File: config.mk
export PLATFORM = sky130hd
export DESIGN_NAME = cfd_fade
export DESIGN_NICKNAME = d
export VERILOG_FILES = /design/src/sv/cfd_pkg.sv /design/src/sv/cfd_fade.sv
export SDC_FILE = /design/constraint.sdc
export NUM_CORES = 1
export LEC_CHECK = 0
export ABC_CLOCK_PERIOD_IN_PS = 16800
export BUFFER_PORTS_ARGS = -buffer_cell sky130_fd_sc_hd__buf_4
export CORE_MARGIN = 1
export CORE_UTILIZATION = 25
export DETAILED_ROUTE_END_ITERATION = 8
export SLEW_MARGIN = 20
export SYNTH_ARGS = -nofsm -noshare
export SYNTH_HDL_FRONTEND = slang
export SYNTH_SLANG_ARGS = --single-unit
File: constraint.sdc
create_clock -name vclk -period 16.8
set_clock_uncertainty 0.05 [all_clocks]
set_input_delay 1.68 -clock vclk [all_inputs]
set_output_delay 1.68 -clock vclk [all_outputs]
set_load 0.02 [all_outputs]
File: src/sv/cfd_pkg.sv
// ----------------------------------------------------------------------------
// cfd_pkg
// Shared types, widths and codes of the crossfading feedback delay.
// ----------------------------------------------------------------------------
package cfd_pkg;

    localparam int SAMPLE_BITS = 24;
    localparam int CHANNELS    = 2;
    localparam int CH_W        = (CHANNELS > 1) ? $clog2(CHANNELS) : 1;
    localparam int DELAY_DEPTH = 65536;
    localparam int ADDR_W      = $clog2(DELAY_DEPTH);
    localparam int MEM_AW      = CH_W + ADDR_W;

    localparam int DLY_W  = 16;
    localparam int GAIN_W = 16;
    localparam int STEP_W = 17;
    localparam int POS_W  = 17;
    localparam int RAMP_W = 18;
    localparam int CFG_W  = 17;
    localparam int CIDX_W = 2;

    localparam logic [POS_W-1:0] FADE_ONE   = POS_W'(65536);
    localparam logic [STEP_W-1:0] STEP_RST  = STEP_W'(6554);

    // register indexes of the configuration port
    localparam logic [CIDX_W-1:0] CFG_TARGET_DELAY  = 2'd0;
    localparam logic [CIDX_W-1:0] CFG_FEEDBACK_GAIN = 2'd1;
    localparam logic [CIDX_W-1:0] CFG_FADE_STEP     = 2'd2;

    typedef logic signed [SAMPLE_BITS-1:0] sample_t;

    typedef enum logic [2:0] {
        ST_IDLE,
        ST_WR,
        ST_RB,
        ST_RA,
        ST_MIX
    } state_t;

    // fade part of one channel's state
    typedef struct packed {
        logic signed [RAMP_W-1:0] ramp;
        logic [POS_W-1:0]         pos;
        logic [DLY_W-1:0]         tap_a;
        logic [DLY_W-1:0]         tap_b;
    } fade_state_t;

endpackage

File: src/sv/cfd_fade.sv
// ----------------------------------------------------------------------------
// cfd_fade
// Crossfade control: ramp decision, clamped fade position and tap swap.
// ----------------------------------------------------------------------------
module cfd_fade (
    input  cfd_pkg::fade_state_t         cur,
    input  logic [cfd_pkg::DLY_W-1:0]    target_delay,
    input  logic [cfd_pkg::STEP_W-1:0]   fade_step,
    output cfd_pkg::fade_state_t         nxt
);
    import cfd_pkg::*;

    logic signed [RAMP_W-1:0] step_s;
    logic signed [RAMP_W-1:0] rr;
    logic signed [POS_W+1:0]  pos_sum;
    logic                     at_zero;
    logic                     at_one;

    assign step_s  = $signed({1'b0, fade_step});
    assign at_zero = (cur.pos == '0);
    assign at_one  = (cur.pos >= FADE_ONE);

    always_comb
    begin
        if (cur.ramp != '0)
            rr = (!at_zero && !at_one) ? cur.ramp : '0;
        else if (at_zero && target_delay != cur.tap_a)
            rr = step_s;
        else if (at_one && target_delay != cur.tap_b)
            rr = -step_s;
        else
            rr = '0;
    end

    assign pos_sum = $signed({2'b00, cur.pos}) + $signed({rr[RAMP_W-1], rr});

    always_comb
    begin
        nxt.ramp = rr;
        if (pos_sum < 0)
            nxt.pos = '0;
        else if (pos_sum > $signed({2'b00, FADE_ONE}))
            nxt.pos = FADE_ONE;
        else
            nxt.pos = pos_sum[POS_W-1:0];
        // the arriving tap picks up the new delay as the fade leaves its end
        nxt.tap_a = (at_one && cur.tap_b != target_delay) ? target_delay : cur.tap_a;
        nxt.tap_b = (at_zero && cur.tap_a != target_delay) ? target_delay : cur.tap_b;
    end

endmodule

# --- Word-level counts from Yosys, hierarchy flattened ---
# Index checks and enable logic that the tools add are counted.
classes:
  add_sub_neg: 2
  order_cmp: 3
  n_eq_ne: 4
  mux: 8
  n_reduce_logical: 9
ops:
  columns: ["operator", "count"]
  rows:
  - ["$mux 18", 4]
  - ["$ne 16x16->1", 4]
  - ["$mux 17", 2]
  - ["$mux 16", 2]
  - ["$add 18x18->19", 1]
  - ["$gt 19x18->1 const B", 1]
  - ["$lt 19x1->1 const B", 1]
  - ["$neg 17->18", 1]
  - ["$reduce_bool 18->1", 1]
  - ["$ge 17x17->1 const B", 1]
  - ["$logic_not 17->1", 1]
  - ["$logic_and 1x1->1", 5]
  - ["$logic_not 1->1", 2]
word_totals:
  ff_bits: 0
  input_bits: 100
  output_inout_bits: 67
  elab_cells: 26

# --- Depth between registers and ports, before layout ---
depth:
  depth_word: 9
  mapped_depth: 19
  ltp_nobuf: 16

# --- Worst setup path before layout ---
# OpenSTA, ideal clock, no wires.
synth_path:
  path_type: "input-to-output"
  startpoint: "input cur[51] in the netlist's numbering"
  endpoint: "output nxt[32] in the netlist's numbering"
  t_arrival_ps: 6706
  required_ps: 15070
  setup_slack_ps: 8364
  stages: 15
  n_path_buf: 1
  cell_sequence: "or4_1 or4_1 a21o_1 clkbuf_1 o21ai_0 ha_1 inv_1 fa_1 nand2b_1 a211o_1 a2111oi_0 nor3_1 xor2_1 or4b_4 a211oi_1"
synth_lines:
  columns: ["element", "line", "source"]
  rows:
  - ["start, declared", "cfd_fade.sv:6", "input cfd_pkg::fade_state_t cur,"]
  - ["end, declared", "cfd_fade.sv:9", "output cfd_pkg::fade_state_t nxt"]

==> run summary <==
warnings from Yosys: 0
commonest non-fill, non-tap cell in the layout: buf_4
Min-Delay Endpoint: nxt[16]
met2 wire len: 5.79 mm
Final Cell Area: 0.00411 mm2
first-pass GRT wire length: 17.0 mm
# DRC: 0
Leak: 0.00194 uW
starting density of the core: 25.8%
First-pass DRT Iterations: 4
antenna cells: 0
sequential share of the synthesized area: 0%
CP max FO: 33
RSZ-0062 raised after global routing: false
status: finished, final reports clean
Starting DRT DRC Count: 132
Inst Count DP: 692
Startpoint Class: input port
Storage cell area: 0 um2
area share of the largest cell type after synthesis: 12.2%
GRT Overall Usage: 18.3%
Placeable Area: 0.0108 mm2
combinational family with the most area after synthesis: compound AO/OA/AOI/OAI gates
Chip Height: 108 um
Port Buffers: 167
GP Congestion: 0.877
row cnt: 38
antenna-violating nets left: 0
CP required: 15.07 ns
hold-fix buffer count after cts: 0
Hold WC Path Type: in -> out
WHS Path Cells: 4
Post-Syn Area: 0.00279 mm2
largest net degree at the start of global routing: 34
vias: 3600
initial antenna violation count: 0
Chip Width: 108 um
# Post-CTS Setup Buffers: 0
Die Footprint: 0.0116 mm2
final setup fails: 0
vias in the first global route: 3541
Met1 Routed Length: 4.20 mm
maximum VDD drop: 24.0 uV
Mapped Cells: 402
post-synthesis adder-cell area fraction: 8.78%
share of cells above drive strength 1: 38.8%
nets@finish: 673
hold path startpoint: cur[16]
power per standard cell area: 35.8 mW/mm2
Post-Synth XOR/XNOR Area: 18.8%
# IOs: 167
leading area contributor after synthesis: xnor2_1
Simple-Gate Fraction of Synth Area: 27.3%
Yosys cell types: 68
minimum clock period: 9.41 ns
CP Class: in -> out
Pins Over Slew Limit: 0
Critical Path AT: 7.68 ns
PostCTS Resize Cnt: 0
drt via density: 5.20
multiplexer share of the synthesized area: 7.17%
GRT overflow: 0
CLK BUF: 0
WL met3: 938 um
number of sequential cells: 0
Net Count, Synth: 521
DP Area: 0.00411 mm2
Synth Area in Compound Gates: 30.9%
final setup TNS: 0 ns
uppermost layer routed: met4
worst slew pin tran: 0.874 ns
fmax: 0.106 GHz
CP endpoint kind: primary output
fin crit share: 56.0%
max-cap violations: 0
area growth from synthesis to layout: 46.9%
Final Hold Vio Count: 0
top post-synthesis cells by area: xnor2_1, nand2_1, ha_1
routed wire length: 11.2 mm
Mean Syn Cell Area: 6.95 um2
DPL Wire Length: 9.84 mm
Max-slew headroom: 41.4%
Final Non-Filler Cells: 692
DR WL/cell: 16.2 um
most frequent cells in the layout: buf_4, nand2_1, xnor2_1
## cells by family (layout without fill, tap and decap cells)
kind of cell / after synthesis / count (layout)
AO/OA/AOI/OAI: 116 / 116
XOR/XNOR: 59 / 59
adder cells (fa/ha/maj): 19 / 19
buffers and inverters: 33 / 183
multiplexers: 18 / 18
AND/OR/NAND/NOR: 157 / 157
## through the flow
stage | setup WS (ns) | total power, uW | utilization (%) | hold WS (ns)
2_1_floorplan | 8.36 | 88.0 | - | 3.47
3_3_place_gp | 7.36 | 146 | 37.9 | 3.62
3_5_place_dp | 7.42 | 146 | 37.9 | 3.62
4_1_cts | 7.42 | 147 | 37.9 | 3.63
5_1_grt | 7.04 | 158 | 37.9 | 3.65
6_report | 7.39 | 147 | 37.9 | 3.62
## metal layers
metal | up-vias | GRT usage, %
li1 | 1788 | -
met1 | 1627 | 19.5
met2 | 167 | 36.0
met3 | 18 | 3.39
met4 | 0 | 4.99
met5 | - | 0
## synth_stat cells, types with 2 or more instances
cell type,count
buf_6,3
a21o_1,6
or2_2,2
nand2b_1,2
xnor2_1,39
a21oi_1,18
o31ai_1,4
clkbuf_1,8
or4_1,4
o21a_1,2
o211ai_1,8
a2111oi_0,3
and2_2,3
nor4_1,10
ha_1,18
a311oi_1,2
a211oi_2,7
a211oi_1,8
o21ai_0,28
nand4_1,13
nand2_1,81
nor2_1,10
inv_1,13
mux2_2,16
mux2i_1,2
and3_1,2
a211o_2,3
nand3_1,9
a21boi_0,2
a211o_1,3
a21o_2,2
buf_1,2
clkbuf_8,5
xor2_1,19
nor2b_1,2
nor3_1,6
or3_1,5
o41ai_1,2
## cell type report
type / instances / area (um2)
inverter: 14 / 52.6
tap: 140 / 175
fill: 1175 / 6740
timing repair buffer: 169 / 1270
multi-input combinational: 369 / 2610
## worst max-delay path by stage
stage,slack [ns],depth (start not counted),start,to
after floorplan,8.36,15,cur[51],nxt[32]
after global placement,7.36,17,cur[33],nxt[48]
after detailed placement,7.42,17,cur[33],nxt[32]
after CTS,7.42,17,cur[33],nxt[32]
after global routing,7.04,17,cur[33],nxt[34]
final,7.39,17,cur[33],nxt[45]
## worst max-delay path, stage by stage
cell and delay, ns:
buf_4 0.12, nor4_1 0.56, nand4_1 0.22, or3_2 0.82
a21o_1 0.42, o21ai_0 0.37, ha_1 0.26, inv_1 0.06
fa_1 0.39, nand2b_1 0.18, a211o_1 0.31, a2111oi_0 0.77
o311ai_1 0.21, and2_2 0.26, xnor2_2 0.68, nor3_1 0.17
buf_4 0.21
## power by group
part	switching, uW	leakage (uW)	internal [uW]
combinational	80.5	0.00194	66.5
sequential	0	0	0
clock	0	0	0
total	80.5	0.00194	66.5
Power figures use the tool's default switching activity.
